**config.mk**
```make
export PLATFORM = sky130hd
export DESIGN_NAME = damped_spring_animator
export DESIGN_NICKNAME = d
export VERILOG_FILES = /design/src/dsa_pkg.sv /design/src/dsa_mul.sv /design/src/dsa_div.sv /design/src/dsa_core.sv /design/src/damped_spring_animator.sv
export SDC_FILE = /design/constraint.sdc
export NUM_CORES = 2
export LEC_CHECK = 0
export ABC_AREA = 1
export BUFFER_PORTS_ARGS = -buffer_cell sky130_fd_sc_hd__buf_2
export CAP_MARGIN = 20
export CORE_MARGIN = 3
export CORE_UTILIZATION = 58
export CTS_BUF_LIST = sky130_fd_sc_hd__clkbuf_4 sky130_fd_sc_hd__clkbuf_8 sky130_fd_sc_hd__clkbuf_16
export DETAILED_ROUTE_END_ITERATION = 6
export PLACE_DENSITY = 0.78
export SETUP_SLACK_MARGIN = 0.05
export SLEW_MARGIN = 20
export SYNTH_ARGS = -nofsm -noshare
export SYNTH_HDL_FRONTEND = slang
export SYNTH_SLANG_ARGS = --single-unit
```
**constraint.sdc**
```tcl
create_clock -name aclk -period 5.2 [get_ports aclk]
set_input_delay 0.78 -clock aclk [delete_from_list [all_inputs] [get_ports aclk]]
set_output_delay 0.78 -clock aclk [all_outputs]
set_load 0.02 [all_outputs]
```
**src/dsa_pkg.sv**
```systemverilog
// ============================================================================
// dsa_pkg
// Widths, reset values, register indexes and shared types of the damped
// spring animator.
// ============================================================================
`default_nettype none

package dsa_pkg;

    // Field widths.
    localparam int DATA_W    = 32;
    localparam int DT_W      = 16;
    localparam int DT_FRAC   = 16;
    localparam int EPS_W     = 31;
    localparam int CFG_IDX_W = 4;

    // Datapath widths of the update.
    localparam int MAG_W   = DATA_W + 1;        // |position - goal|
    localparam int PROD_W  = DATA_W + MAG_W;    // coefficient times magnitude
    localparam int SUM_W   = PROD_W + 2;        // signed sum of both products
    localparam int NUM_W   = SUM_W - 1;         // magnitude of that sum
    localparam int QUOT_W  = 48;                // quotient bits below the cap
    localparam int HI_W    = NUM_W - QUOT_W;    // dividend bits above the quotient
    localparam int ACC_W   = QUOT_W + 1;        // acceleration magnitude
    localparam int MT_W    = ACC_W + DT_W;      // product with the time step

    // Register reset values.
    localparam logic [DATA_W-1:0] STIFFNESS_RST = 32'h00AA_0000;
    localparam logic [DATA_W-1:0] DAMPING_RST   = 32'h001A_0000;
    localparam logic [DATA_W-1:0] MASS_RST      = 32'h0001_0000;
    localparam logic [EPS_W-1:0]  EPSILON_RST   = 31'd66;

    // Saturation limits.
    localparam logic [DATA_W-1:0] SAT_MAX = {1'b0, {(DATA_W-1){1'b1}}};
    localparam logic [DATA_W-1:0] SAT_MIN = {1'b1, {(DATA_W-1){1'b0}}};

    typedef enum logic [CFG_IDX_W-1:0] {
        REG_STIFFNESS = 4'd0,
        REG_DAMPING   = 4'd1,
        REG_MASS      = 4'd2,
        REG_EPSILON   = 4'd3
    } cfg_idx_t;

    typedef struct packed {
        logic [DATA_W-1:0] stiffness;
        logic [DATA_W-1:0] damping_coeff;
        logic [DATA_W-1:0] mass;
        logic [EPS_W-1:0]  epsilon;
    } cfg_t;

    typedef struct packed {
        logic [DATA_W-1:0] position;
        logic [DATA_W-1:0] speed;
        logic              settled;
    } res_t;

endpackage

`default_nettype wire

```
**src/dsa_mul.sv**
```systemverilog
// ============================================================================
// dsa_mul
// Bit-serial unsigned shift-and-add multiplier: one multiplier bit per
// cycle.
// ============================================================================
`default_nettype none

module dsa_mul #(
    parameter int WA = dsa_pkg::DATA_W,
    parameter int WB = dsa_pkg::MAG_W
) (
    input  wire logic          aclk,
    input  wire logic          aresetn,
    input  wire logic          start_i,
    input  wire logic [WA-1:0] a_i,
    input  wire logic [WB-1:0] b_i,
    output logic               done_o,
    output logic [WA+WB-1:0]   prod_o
);

    localparam int CNT_W = $clog2(WB + 1);

    logic [CNT_W-1:0] cnt_reg, cnt_next;
    logic             done_reg, done_next;
    logic [WA-1:0]    a_reg;
    logic [WA-1:0]    hi_reg;
    logic [WB-1:0]    lo_reg;
    logic [WA:0]      sum;

    assign sum = {1'b0, hi_reg} + (lo_reg[0] ? {1'b0, a_reg} : {(WA+1){1'b0}});

    always_comb begin
        cnt_next  = cnt_reg;
        done_next = 1'b0;
        if (start_i) begin
            cnt_next = CNT_W'(WB);
        end else if (cnt_reg != '0) begin
            cnt_next  = cnt_reg - 1'b1;
            done_next = (cnt_reg == CNT_W'(1));
        end
    end

    always_ff @(posedge aclk) begin
        if (!aresetn) begin
            cnt_reg  <= '0;
            done_reg <= 1'b0;
        end else begin
            cnt_reg  <= cnt_next;
            done_reg <= done_next;
        end
    end

    // The partial sum moves in from the top while the multiplier bits leave
    // at the bottom.
    always_ff @(posedge aclk) begin
        if (start_i) begin
            a_reg  <= a_i;
            hi_reg <= '0;
            lo_reg <= b_i;
        end else if (cnt_reg != '0) begin
            hi_reg <= sum[WA:1];
            lo_reg <= {sum[0], lo_reg[WB-1:1]};
        end
    end

    assign done_o = done_reg;
    assign prod_o = {hi_reg, lo_reg};

endmodule

`default_nettype wire

```
**src/dsa_div.sv**
```systemverilog
// ============================================================================
// dsa_div
// Restoring radix-2 divider: one quotient bit per cycle. The
// starting remainder must be below the divisor.
// ============================================================================
`default_nettype none

module dsa_div #(
    parameter int WQ = dsa_pkg::QUOT_W,
    parameter int WD = dsa_pkg::DATA_W
) (
    input  wire logic          aclk,
    input  wire logic          aresetn,
    input  wire logic          start_i,
    input  wire logic [WD-1:0] rem_i,
    input  wire logic [WQ-1:0] num_i,
    input  wire logic [WD-1:0] den_i,
    output logic               done_o,
    output logic [WQ-1:0]      quot_o
);

    localparam int CNT_W = $clog2(WQ + 1);

    logic [CNT_W-1:0] cnt_reg, cnt_next;
    logic             done_reg, done_next;
    logic [WD-1:0]    rem_reg;
    logic [WQ-1:0]    num_reg;
    logic [WD-1:0]    den_reg;
    logic [WD:0]      trial;
    logic [WD:0]      diff;

    assign trial = {rem_reg, num_reg[WQ-1]};
    assign diff  = trial - {1'b0, den_reg};

    always_comb begin
        cnt_next  = cnt_reg;
        done_next = 1'b0;
        if (start_i) begin
            cnt_next = CNT_W'(WQ);
        end else if (cnt_reg != '0) begin
            cnt_next  = cnt_reg - 1'b1;
            done_next = (cnt_reg == CNT_W'(1));
        end
    end

    always_ff @(posedge aclk) begin
        if (!aresetn) begin
            cnt_reg  <= '0;
            done_reg <= 1'b0;
        end else begin
            cnt_reg  <= cnt_next;
            done_reg <= done_next;
        end
    end

    // Dividend bits leave at the top of num_reg while quotient bits enter
    // at the bottom.
    always_ff @(posedge aclk) begin
        if (start_i) begin
            rem_reg <= rem_i;
            num_reg <= num_i;
            den_reg <= den_i;
        end else if (cnt_reg != '0) begin
            rem_reg <= diff[WD] ? trial[WD-1:0] : diff[WD-1:0];
            num_reg <= {num_reg[WQ-2:0], ~diff[WD]};
        end
    end

    assign done_o = done_reg;
    assign quot_o = num_reg;

endmodule

`default_nettype wire

```
**src/dsa_core.sv**
```systemverilog
// ============================================================================
// dsa_core
// Sequencer and state of the spring: goal, position and velocity, with the
// serial multipliers and the divider that carry out one Euler step.
// ============================================================================
`default_nettype none

module dsa_core (
    input  wire logic                           aclk,
    input  wire logic                           aresetn,
    input  wire logic                           start_i,
    input  wire logic [dsa_pkg::DATA_W-1:0]     target_i,
    input  wire logic [dsa_pkg::DT_W-1:0]       dt_i,
    input  wire logic                           jump_i,
    input  wire dsa_pkg::cfg_t                  cfg_i,
    output logic                                idle_o,
    output logic                                res_valid_o,
    input  wire logic                           res_ready_i,
    output dsa_pkg::res_t                       res_o
);

    localparam int DW  = dsa_pkg::DATA_W;
    localparam int VSW = dsa_pkg::ACC_W + 2;   // velocity update with sign room
    localparam int PSW = DW + 2;               // position update with sign room

    typedef enum logic [11:0] {
        ST_IDLE   = 12'b0000_0000_0001,
        ST_CHECK  = 12'b0000_0000_0010,
        ST_MULKC  = 12'b0000_0000_0100,
        ST_SUM    = 12'b0000_0000_1000,
        ST_ABS    = 12'b0000_0001_0000,
        ST_DIVCHK = 12'b0000_0010_0000,
        ST_DIV    = 12'b0000_0100_0000,
        ST_VSTART = 12'b0000_1000_0000,
        ST_VWAIT  = 12'b0001_0000_0000,
        ST_XSTART = 12'b0010_0000_0000,
        ST_XWAIT  = 12'b0100_0000_0000,
        ST_FINISH = 12'b1000_0000_0000
    } state_t;

    state_t state_reg, state_next;

    logic [DW-1:0]                  pos_reg, pos_next;
    logic [DW-1:0]                  vel_reg, vel_next;
    logic [DW-1:0]                  goal_reg, goal_next;
    logic [dsa_pkg::DT_W-1:0]       dt_reg;
    logic                           jump_reg;
    logic [dsa_pkg::SUM_W-1:0]      t_reg;
    logic [dsa_pkg::NUM_W-1:0]      mag_reg;
    logic                           neg_reg;
    logic [dsa_pkg::ACC_W-1:0]      amag_reg, amag_next;

    logic [dsa_pkg::MAG_W-1:0]      delta;
    logic [dsa_pkg::MAG_W-1:0]      dist_mag;
    logic [DW-1:0]                  vel_mag;
    logic                           settled_now;

    logic                           kc_start;
    logic                           k_done, c_done;
    logic [dsa_pkg::PROD_W-1:0]     k_prod, c_prod;
    logic [dsa_pkg::SUM_W-1:0]      k_term, c_term, t_next;

    logic [DW-1:0]                  den;
    logic [DW-1:0]                  mag_hi;
    logic                           acc_cap;
    logic                           div_start, div_done;
    logic [dsa_pkg::QUOT_W-1:0]     div_quot;

    logic                           mt_start, mt_done;
    logic [dsa_pkg::ACC_W-1:0]      mt_a;
    logic [dsa_pkg::MT_W-1:0]       mt_prod;

    logic [dsa_pkg::ACC_W-1:0]      dv;
    logic [VSW-1:0]                 dv_ext, v_sum;
    logic                           v_ovf;
    logic [DW-1:0]                  dx;
    logic [PSW-1:0]                 dx_ext, p_sum;
    logic                           p_ovf;

    // Distance to the goal and speed magnitudes, used by the settle test and
    // as multiplier operands.
    assign delta    = {pos_reg[DW-1], pos_reg} - {goal_reg[DW-1], goal_reg};
    assign dist_mag = delta[dsa_pkg::MAG_W-1] ? (dsa_pkg::MAG_W'(0) - delta) : delta;
    assign vel_mag  = vel_reg[DW-1] ? (DW'(0) - vel_reg) : vel_reg;
    assign settled_now = (dist_mag < {2'b00, cfg_i.epsilon}) &&
                         (vel_mag < {1'b0, cfg_i.epsilon});

    // Both spring products run side by side, over the distance and speed bits.
    assign kc_start = (state_reg == ST_CHECK) && !(jump_reg || settled_now);

    dsa_mul #(
        .WA (DW),
        .WB (dsa_pkg::MAG_W)
    ) u_mul_k (
        .aclk    (aclk),
        .aresetn (aresetn),
        .start_i (kc_start),
        .a_i     (cfg_i.stiffness),
        .b_i     (dist_mag),
        .done_o  (k_done),
        .prod_o  (k_prod)
    );

    dsa_mul #(
        .WA (DW),
        .WB (dsa_pkg::MAG_W)
    ) u_mul_c (
        .aclk    (aclk),
        .aresetn (aresetn),
        .start_i (kc_start),
        .a_i     (cfg_i.damping_coeff),
        .b_i     ({1'b0, vel_mag}),
        .done_o  (c_done),
        .prod_o  (c_prod)
    );

    // Signed sum stiffness*d + damping*v; each conditional negation is an
    // inversion plus a carry in.
    assign k_term = {2'b00, k_prod} ^ {dsa_pkg::SUM_W{delta[dsa_pkg::MAG_W-1]}};
    assign c_term = {2'b00, c_prod} ^ {dsa_pkg::SUM_W{vel_reg[DW-1]}};
    assign t_next = k_term + c_term + dsa_pkg::SUM_W'(delta[dsa_pkg::MAG_W-1])
                  + dsa_pkg::SUM_W'(vel_reg[DW-1]);

    // A zero mass counts as one LSB. The quotient reaches the cap exactly
    // when the dividend bits above the quotient field are not below the mass.
    assign den     = (cfg_i.mass == '0) ? DW'(1) : cfg_i.mass;
    assign mag_hi  = {{(DW-dsa_pkg::HI_W){1'b0}},
                      mag_reg[dsa_pkg::NUM_W-1:dsa_pkg::QUOT_W]};
    assign acc_cap = (mag_hi >= den);
    assign div_start = (state_reg == ST_DIVCHK) && !acc_cap;

    dsa_div #(
        .WQ (dsa_pkg::QUOT_W),
        .WD (DW)
    ) u_div (
        .aclk    (aclk),
        .aresetn (aresetn),
        .start_i (div_start),
        .rem_i   (mag_hi),
        .num_i   (mag_reg[dsa_pkg::QUOT_W-1:0]),
        .den_i   (den),
        .done_o  (div_done),
        .quot_o  (div_quot)
    );

    // One multiplier by the time step serves both the velocity and the
    // position update.
    assign mt_start = (state_reg == ST_VSTART) || (state_reg == ST_XSTART);
    assign mt_a     = (state_reg == ST_XSTART) ?
                      {{(dsa_pkg::ACC_W-DW){1'b0}}, vel_mag} : amag_reg;

    dsa_mul #(
        .WA (dsa_pkg::ACC_W),
        .WB (dsa_pkg::DT_W)
    ) u_mul_t (
        .aclk    (aclk),
        .aresetn (aresetn),
        .start_i (mt_start),
        .a_i     (mt_a),
        .b_i     (dt_reg),
        .done_o  (mt_done),
        .prod_o  (mt_prod)
    );

    assign dv     = mt_prod[dsa_pkg::DT_FRAC +: dsa_pkg::ACC_W];
    assign dv_ext = {2'b00, dv};
    assign v_sum  = {{(VSW-DW){vel_reg[DW-1]}}, vel_reg}
                  + (neg_reg ? (VSW'(0) - dv_ext) : dv_ext);
    assign v_ovf  = !((&v_sum[VSW-1:DW-1]) || !(|v_sum[VSW-1:DW-1]));

    assign dx     = mt_prod[dsa_pkg::DT_FRAC +: DW];
    assign dx_ext = {2'b00, dx};
    assign p_sum  = {{(PSW-DW){pos_reg[DW-1]}}, pos_reg}
                  + (vel_reg[DW-1] ? (PSW'(0) - dx_ext) : dx_ext);
    assign p_ovf  = !((&p_sum[PSW-1:DW-1]) || !(|p_sum[PSW-1:DW-1]));

    always_comb begin
        state_next = state_reg;
        pos_next   = pos_reg;
        vel_next   = vel_reg;
        goal_next  = goal_reg;
        amag_next  = amag_reg;
        unique case (state_reg)
            ST_IDLE: begin
                if (start_i) begin
                    goal_next  = target_i;
                    state_next = ST_CHECK;
                end
            end
            ST_CHECK: begin
                if (jump_reg || settled_now) begin
                    pos_next   = goal_reg;
                    vel_next   = '0;
                    state_next = ST_FINISH;
                end else begin
                    state_next = ST_MULKC;
                end
            end
            ST_MULKC: begin
                if (k_done && c_done) begin
                    state_next = ST_SUM;
                end
            end
            ST_SUM: begin
                state_next = ST_ABS;
            end
            ST_ABS: begin
                state_next = ST_DIVCHK;
            end
            ST_DIVCHK: begin
                if (acc_cap) begin
                    amag_next  = {1'b1, {dsa_pkg::QUOT_W{1'b0}}};
                    state_next = ST_VSTART;
                end else begin
                    state_next = ST_DIV;
                end
            end
            ST_DIV: begin
                if (div_done) begin
                    amag_next  = {1'b0, div_quot};
                    state_next = ST_VSTART;
                end
            end
            ST_VSTART: begin
                state_next = ST_VWAIT;
            end
            ST_VWAIT: begin
                if (mt_done) begin
                    vel_next   = v_ovf ? (v_sum[VSW-1] ? dsa_pkg::SAT_MIN : dsa_pkg::SAT_MAX)
                                       : v_sum[DW-1:0];
                    state_next = ST_XSTART;
                end
            end
            ST_XSTART: begin
                state_next = ST_XWAIT;
            end
            ST_XWAIT: begin
                if (mt_done) begin
                    pos_next   = p_ovf ? (p_sum[PSW-1] ? dsa_pkg::SAT_MIN : dsa_pkg::SAT_MAX)
                                       : p_sum[DW-1:0];
                    state_next = ST_FINISH;
                end
            end
            ST_FINISH: begin
                if (res_ready_i) begin
                    state_next = ST_IDLE;
                end
            end
            default: begin
                state_next = ST_IDLE;
            end
        endcase
    end

    always_ff @(posedge aclk) begin
        if (!aresetn) begin
            state_reg <= ST_IDLE;
            pos_reg   <= '0;
            vel_reg   <= '0;
            goal_reg  <= '0;
        end else begin
            state_reg <= state_next;
            pos_reg   <= pos_next;
            vel_reg   <= vel_next;
            goal_reg  <= goal_next;
        end
    end

    always_ff @(posedge aclk) begin
        if ((state_reg == ST_IDLE) && start_i) begin
            dt_reg   <= dt_i;
            jump_reg <= jump_i;
        end
        if (state_reg == ST_SUM) begin
            t_reg <= t_next;
        end
        // The force is the negated sum, so the acceleration is negative when
        // the sum is positive.
        if (state_reg == ST_ABS) begin
            mag_reg <= t_reg[dsa_pkg::SUM_W-1] ?
                       dsa_pkg::NUM_W'(dsa_pkg::SUM_W'(0) - t_reg) :
                       t_reg[dsa_pkg::NUM_W-1:0];
            neg_reg <= !t_reg[dsa_pkg::SUM_W-1] && (t_reg != '0);
        end
        amag_reg <= amag_next;
    end

    assign idle_o           = (state_reg == ST_IDLE);
    assign res_valid_o      = (state_reg == ST_FINISH);
    assign res_o.position   = pos_reg;
    assign res_o.speed      = vel_reg;
    assign res_o.settled    = settled_now;

endmodule

`default_nettype wire

```
**src/damped_spring_animator.sv**
```systemverilog
// ============================================================================
// damped_spring_animator
// Damped spring that moves a signed Q16.16 value toward a target, one
// semi-implicit Euler step per integrating item, with value and velocity saturating.
// ============================================================================
// Usage:
//   The s_ channel takes one item (new_target, time_step, jump) per step; the
//   m_ channel returns one item per input with position, speed and settled.
//   The cfg_ channel writes stiffness, damping_coeff, mass and epsilon by
//   index; it is always ready and indexes past the list are ignored. Write
//   it only while no item is in flight.
//   An item with jump set, or one that finds the spring already settled,
//   snaps to the goal at rest. An integrating item runs through the serial
//   datapath: a shift-add multiplier pair, a restoring divider by mass,
//   which is skipped when the acceleration hits its cap, and two
//   multiplies by the time step.
//   The result goes to an output register, so the next item is accepted
//   while a finished result waits. When the receiver stalls and that
//   register is still full, the sequencer holds its result and s_ready
//   stays low.
//   Reset (synchronous, active low) clears position, velocity and goal to
//   zero and loads the default register values.
// ============================================================================
`default_nettype none

module damped_spring_animator (
    input  wire logic                               aclk,
    input  wire logic                               aresetn,
    input  wire logic                               s_valid,
    output logic                                    s_ready,
    input  wire logic signed [dsa_pkg::DATA_W-1:0]  s_new_target,
    input  wire logic [dsa_pkg::DT_W-1:0]           s_time_step,
    input  wire logic                               s_jump,
    output logic                                    m_valid,
    input  wire logic                               m_ready,
    output logic signed [dsa_pkg::DATA_W-1:0]       m_position,
    output logic signed [dsa_pkg::DATA_W-1:0]       m_speed,
    output logic                                    m_settled,
    input  wire logic                               cfg_valid,
    output logic                                    cfg_ready,
    input  wire logic [dsa_pkg::CFG_IDX_W-1:0]      cfg_index,
    input  wire logic [dsa_pkg::DATA_W-1:0]         cfg_data
);

    dsa_pkg::cfg_t cfg_reg, cfg_next;
    dsa_pkg::res_t core_res;
    dsa_pkg::res_t out_reg;
    logic          m_valid_reg, m_valid_next;
    logic          core_idle;
    logic          core_res_valid;
    logic          res_ready;
    logic          in_accept;

    assign cfg_ready = 1'b1;

    always_comb begin
        cfg_next = cfg_reg;
        if (cfg_valid) begin
            unique case (dsa_pkg::cfg_idx_t'(cfg_index))
                dsa_pkg::REG_STIFFNESS: cfg_next.stiffness     = cfg_data;
                dsa_pkg::REG_DAMPING:   cfg_next.damping_coeff = cfg_data;
                dsa_pkg::REG_MASS:      cfg_next.mass          = cfg_data;
                dsa_pkg::REG_EPSILON:   cfg_next.epsilon       = cfg_data[dsa_pkg::EPS_W-1:0];
                default: ;
            endcase
        end
    end

    assign s_ready   = core_idle;
    assign in_accept = s_valid && s_ready;

    dsa_core u_core (
        .aclk        (aclk),
        .aresetn     (aresetn),
        .start_i     (in_accept),
        .target_i    (s_new_target),
        .dt_i        (s_time_step),
        .jump_i      (s_jump),
        .cfg_i       (cfg_reg),
        .idle_o      (core_idle),
        .res_valid_o (core_res_valid),
        .res_ready_i (res_ready),
        .res_o       (core_res)
    );

    // The output register takes a new result when it is empty or is being
    // emptied in the same cycle.
    assign res_ready = !m_valid_reg || m_ready;

    always_comb begin
        m_valid_next = m_valid_reg;
        if (core_res_valid && res_ready) begin
            m_valid_next = 1'b1;
        end else if (m_ready) begin
            m_valid_next = 1'b0;
        end
    end

    always_ff @(posedge aclk) begin
        if (!aresetn) begin
            m_valid_reg       <= 1'b0;
            cfg_reg.stiffness     <= dsa_pkg::STIFFNESS_RST;
            cfg_reg.damping_coeff <= dsa_pkg::DAMPING_RST;
            cfg_reg.mass          <= dsa_pkg::MASS_RST;
            cfg_reg.epsilon       <= dsa_pkg::EPSILON_RST;
        end else begin
            m_valid_reg <= m_valid_next;
            cfg_reg     <= cfg_next;
        end
    end

    always_ff @(posedge aclk) begin
        if (core_res_valid && res_ready) begin
            out_reg <= core_res;
        end
    end

    assign m_valid    = m_valid_reg;
    assign m_position = out_reg.position;
    assign m_speed    = out_reg.speed;
    assign m_settled  = out_reg.settled;

endmodule

`default_nettype wire

```
# == Word-level counts from Yosys, hierarchy flattened ==
# Index checks and enable logic that the tools add are counted.
# totals
output_inout_bits,68
input_bits,90
reg_bits,948
wordCells,209
# op_classes
n_addsub,19
n_reduce_logical,54
eq_ne,27
muxes,53
order_cmp,3
bitwise_logic,8
# op_table
operator,count
$mux W32,16
$mux W49,3
$pmux W12 S12,1
$add A67 B1 Y67,2
$xor A65 B67 Y67,2
$pmux W32 S2,2
$mux W33,3
$pmux W49 S2,1
$mux W48,2
$mux W12,7
$add A67 B67 Y67,1
$reduce_bool A67 Y1,1
$mux W66,1
$sub A1 B66 Y66 const A,1
$add A51 B51 Y51,1
$mux W51,1
$add A49 B50 Y50,1
$sub A1 B49 Y50 const A,1
$mux W18,2
$mux W6,6
$add A34 B34 Y34,1
$mux W34,1
$add A32 B32 Y33,1
$add A32 B33 Y33,1
48 further kinds,105

# == Depth between registers and ports, before layout ==
# logic_depth
word_depth,9
ltp_mapped,41
mapped_depth_nobuf,40

# == Modules after synthesis ==
# From an unflattened synthesis, not the netlist that was laid out.
# hier_totals
cells_unflattened,10519
area_unflattened_um2,71731.3
# modules_own_cells
module,area_each_um2,instances,seq_area_each_um2,cells_each
dsa_core,33412.0,1,8167.8,5066
dsa_mul (u_core.u_mul_c ...),6547.5,2,2732.6,959
dsa_mul (u_core.u_mul_t),9192.6,1,3052.9,1436
dsa_div,8089.0,1,3503.4,1108
damped_spring_animator,7942.6,1,4514.3,991

# == Least setup slack after synthesis ==
# Ideal clock, no wire load.
# synth_path
path_type,reg-to-reg
from,reg u_core.pos_reg[0]
to,"reg u_core.t_reg[64] (netlist name), data pin"
period_less_slack_ns,5.478
path_slack_ns,-0.278
arrival_time_ns,5.213
required_ns,4.935
path_stages_with_launch,34
n_path_buf,2
setup_time_ns,0.265
path_cell_list,dfxtp_1 > inv_1 > ha_1 > fa_1 > inv_1 > nand3_1 > nand2_1 > nand2_1 > nand2_1 > nand2_1 > nand2_1 > nand4_1 > nand2_1 > nand2_1 > nand2_1 > clkbuf_1 > buf_2 > xnor2_1 > ha_1 > inv_1 > fa_1 > nand3b_1 > nand2_1 > a21oi_1 > o21bai_1 > nand2_1 > nand2_1 > a21boi_0 > o21ai_0 > a21oi_1 > o21bai_1 > nand3_1 > o21ai_0 > xor2_1
# synth_via
elab_chain_cells,5
# synth_rtl
item,line_no,text
"start, declared",dsa_core.sv:43,"logic [DW-1:0] pos_reg, pos_next;"
"start signal, assigned",dsa_core.sv:263,pos_reg <= pos_next;
$sub A32 B32 Y33 *,dsa_core.sv:82,"assign delta = {pos_reg[DW-1], pos_reg} - {goal_reg[DW-1], goal_reg};"
$xor A65 B67 Y67,dsa_core.sv:119,"assign k_term = {2'b00, k_prod} ^ {dsa_pkg::SUM_W{delta[dsa_pkg::MAG_W-1]}};"
$add A67 B67 Y67,dsa_core.sv:121,assign t_next = k_term + c_term + dsa_pkg::SUM_W'(delta[dsa_pkg::MAG_W-1])
$add A67 B1 Y67 *,dsa_core.sv:121,
$add A67 B1 Y67 *,dsa_core.sv:122,+ dsa_pkg::SUM_W'(vel_reg[DW-1]);
"net u_core.t_next, one bit",dsa_core.sv:61,"logic [dsa_pkg::SUM_W-1:0] k_term, c_term, t_next;"
"end signal, assigned",dsa_core.sv:275,t_reg <= t_next;
"end, declared",dsa_core.sv:48,logic [dsa_pkg::SUM_W-1:0] t_reg;
# Mark *: on every way through the listed nets, which the timed path passes. The rest lies on a longest branch.
# A chain may end at the register's enable or synchronous reset.

# == Worst setup path in the final report ==
# layout_path
from,reg u_core.pos_reg[2]
to,reg u_core.u_mul_c.hi_reg[31]
# layout_via
elab_chain_cells,8
# layout_rtl
item,line_no,text
$sub A32 B32 Y33 *,dsa_core.sv:82,
$sub A1 B33 Y33,dsa_core.sv:83,assign dist_mag = delta[dsa_pkg::MAG_W-1] ? (dsa_pkg::MAG_W'(0) - delta) : delta;
$mux W33 *,dsa_core.sv:83,
$lt A33 B31 Y1 *,dsa_core.sv:85,"assign settled_now = (dist_mag < {2'b00, cfg_i.epsilon}) &&"
$logic_and A1 B1 Y1 *,dsa_core.sv:85,
$logic_or A1 B1 Y1 *,dsa_core.sv:89,assign kc_start = (state_reg == ST_CHECK) && !(jump_reg || settled_now);
$logic_not A1 Y1 *,dsa_core.sv:89,
$logic_and A1 B1 Y1 *,dsa_core.sv:89,
"end signal, assigned",dsa_mul.sv:61,hi_reg <= sum[WA:1];
"end, declared",dsa_mul.sv:26,logic [WA-1:0] hi_reg;
# Mark *: on every way between the ends. The rest lies on a longest branch, timed or not.

==> flow_metrics.py <==
metrics = {
    "run_status": {
        "status": "complete, but fails checks",
        "violations": "DRC, setup timing",
    },
    "clocking": {
        "clockBufferDepth": 3,
        "cts_htree_levels": 3,
        "clk_pin_slew_ns": 0.07,
        "ctsHoldBuffers": 0,
        "clock_latency_ns": 0.74,
        "cts_tree": "done",
        "cts_sinks": 948,
        "cts-buffers-inserted": 101,
        "clockRootBuffer": "clkbuf_16",
    },
    "worst_hold_path": {
        "worstHoldPathCells": 1,
        "hold_end": "u_core.dt_reg[7]$_DFFE_PP_",
        "hp-class": "primary input to flop",
        "hp-start": "s_time_step[7]",
    },
    "placement": {
        "port_buffers": 156,
        "placed_cell_area_um2": 71800,
        "dpl.hpwl_um": 185000,
        "finalWeightedCongestion": 1.02,
    },
    "critical_path": {
        "r2r_slack_ns": -0.21,
        "critPathTopFamily": "simple AND/OR/NAND/NOR gates",
        "setup.worst_path.class": "flop to flop",
        "max_stage_delay_ns": 0.51,
        "worstSetupStartpointType": "flop",
        "cp.depth": 31,
        "critPathMaxFanout": 8,
        "rr_worst_depth": 31,
        "reg2reg_from": "u_core.pos_reg[2]$_SDFFE_PN0P_",
        "cp_slowest_cell": "dfxtp_1",
        "r2r-end": "u_core.u_mul_c.hi_reg[31]$_SDFFE_PP0N_",
        "crit_buf_inv": 8,
        "worstSetupEndpointType": "flop",
        "arrival_ns": 6.08,
        "critPathRequiredTime_ns": 5.88,
    },
    "synth": {
        "synth-async-reset-ratio_pct": 0,
        "ys_seq_area_share_pct": 38.0,
        "synthTopCellsByCount": "nand2_1 (1749), inv_1 (1219), nor2_1 (906)",
        "ys_ff_latch": 948,
        "avgSynthCellArea_um2": 7.55,
        "synth_most_common_cell": "nand2_1",
        "yosysWarnings": 0,
        "synthTopCellsByArea": "edfxtp_1 (26%), dfxtp_1 (12%), nand2_1 (10%), ha_1 (9.4%), inv_1 (7.1%)",
        "postSynthCellCount": 8551,
        "synth_top_area_share_pct": 25.9,
        "ys.flop_type": "edfxtp_1",
        "syn_area_um2": 64600,
        "synth_edf_count": 557,
        "yosys.area.top_type": "edfxtp_1",
        "synth.distinct_cells": 63,
        "syn_nets": 9133,
    },
    "route": {
        "dr.pass1.iters": 7,
        "drt_wl_total_um": 249000,
        "drc": 14,
        "vias": 64700,
        "vias_per_cell": 5.91,
        "ant_nets": 0,
        "wl_per_cell_um": 22.8,
        "first_iter_violations": 7406,
    },
    "global_routing": {
        "grt_first_pass_wirelength_um": 353000,
        "grt_antenna_before_repair": 17,
        "grtUsageTotal_pct": 39.5,
        "overflow": 0,
        "grt_max_degree": 76,
        "grt_pass1_vias": 60900,
    },
    "sta": {
        "fin_worst_skew_ns": 0.0507,
        "fin_crit_ns": 5.41,
        "worst_pin_slew_ns": 1.31,
        "drv_slew": 0,
        "maxSlewHeadroom_pct": 12.6,
        "setup_ws_ns": -0.208,
        "min_period_over_period_pct": 104,
        "rsz0062_at_grt": "yes",
        "hold_viol_final": 0,
        "setup_viol_count_final": 245,
        "max_freq_mhz": 185,
    },
    "floorplan": {
        "initial_utilization_pct": 58.9,
        "io_pins": 158,
        "die_h_um": 340,
        "die-area_um2": 115000,
        "die_x_um": 340,
        "coreArea_um2": 110000,
        "rows": 121,
    },
    "cells_and_area": {
        "stdcell_area_um2": 79000,
        "layout-drive-gt1-share_pct": 18.8,
        "largest_reg_flops": 127,
        "final_util_pct": 72.1,
        "nNetsFinal": 9957,
        "area.growth.synth_to_final_pct": 22.4,
    },
    "run": {
        "maxCapViolations": 0,
    },
}
==> layout make-up <==
cell class,count,area [um2]
repair buffers,986,7990
clock buffers,132,2840
diodes,5,12.5
clock inverters,60,692
fillers,8358,30600
well taps,1476,1850
inverters,1285,4840
multi-input cells,6053,36300
flip-flops and latches,948,24600
==> timing repair <==
item,4_1_cts,5_1_grt
buffers inserted,35,47
gates cloned,4,28
resized for setup,55,605
endpoints found under the hold margin,0,0
endpoints found under the setup margin,354,384
pin swaps,23,135
==> worst register-to-register path: cells and delay by family, from the launching register on <==
kind                     cells  cell delay [ns]
AO/OA/AOI/OAI                5             0.93
adder cells (fa/ha/maj)      2             0.54
AND/OR/NAND/NOR             14             1.85
flip-flops                   1             0.51
XOR/XNOR                     2             0.48
buffers and inverters        8             1.09
==> routing by layer <==
metal	vias to the layer above	wire length [um]	global-route usage, %
met4	18	23800	29.2
met2	3799	113000	64.9
met5	-	134	0
met1	30000	89000	46.7
li1	29900	-	-
met3	1079	23700	6.68
==> cells by family (layout without fill, tap and decap cells) <==
group	after synthesis	in the layout	share of synthesized area (%)
adder cells (fa/ha/maj)	492	492	9.62
XOR/XNOR	547	547	7.42
flip-flops	948	948	38.0
multiplexers	1	1	0.0155
AO/OA/AOI/OAI	1736	1736	14.9
buffers and inverters	1551	2463	9.25
AND/OR/NAND/NOR	3275	3276	20.8
other	1	6	0.00581
==> worst max-delay path by stage <==
stage                                        endpoint                                   from
2_1_floorplan              u_core.t_reg[64]$_DFFE_PP_         u_core.pos_reg[0]$_SDFFE_PN0P_
3_3_place_gp               u_core.t_reg[64]$_DFFE_PP_         u_core.pos_reg[0]$_SDFFE_PN0P_
3_5_place_dp               u_core.t_reg[65]$_DFFE_PP_         u_core.pos_reg[0]$_SDFFE_PN0P_
4_1_cts                u_core.vel_reg[5]$_SDFFE_PN0P_  u_core.u_mul_t.hi_reg[2]$_SDFFE_PN0P_
5_1_grt        u_core.u_mul_c.hi_reg[31]$_SDFFE_PP0N_         u_core.pos_reg[0]$_SDFFE_PN0P_
6_report       u_core.u_mul_c.hi_reg[31]$_SDFFE_PP0N_         u_core.pos_reg[2]$_SDFFE_PN0P_
==> placed cells by master, fill, tap and decap left out, drive strengths merged, types with 2 or more instances in the layout <==
cell type,instances
nand3,294
nand2,1755
o21bai,26
a41oi,2
diode,5
o211ai,76
ha,484
clkinvlp,9
nor2,918
fa,8
nand4,94
and2,9
o41ai,5
clkinv,35
o21ai,720
o21a,25
o22ai,2
clkbuf,152
a221oi,5
dfxtp,391
xnor2,181
edfxtp,557
o31ai,25
buf,966
bufinv,8
a21o,32
nor4,62
a211oi,13
nand3b,12
and3,6
a31oi,71
or2,24
nor3,99
xor2,366
inv,1293
a21oi,693
o221ai,14
a21boi,22
==> through the flow <==
stage / TNS [ns] / hold slack (ns) / setup WS [ns] / cells
after floorplan: -0.0606 / 0.403 / -0.0606 / 8551
after detailed placement: -22.55 / 0.408 / -0.230 / 10600
after global placement: -5.38 / 0.406 / -0.157 / 10600
after CTS: 0 / 0.211 / 0.0130 / 10900
final: -19.55 / 0.243 / -0.208 / 10900
after global routing: -88.40 / 0.218 / -0.414 / 10900
Power is left out: the tool's default activity adds up to more than one toggle a clock period on the data nets, which glitch-free logic cannot reach.
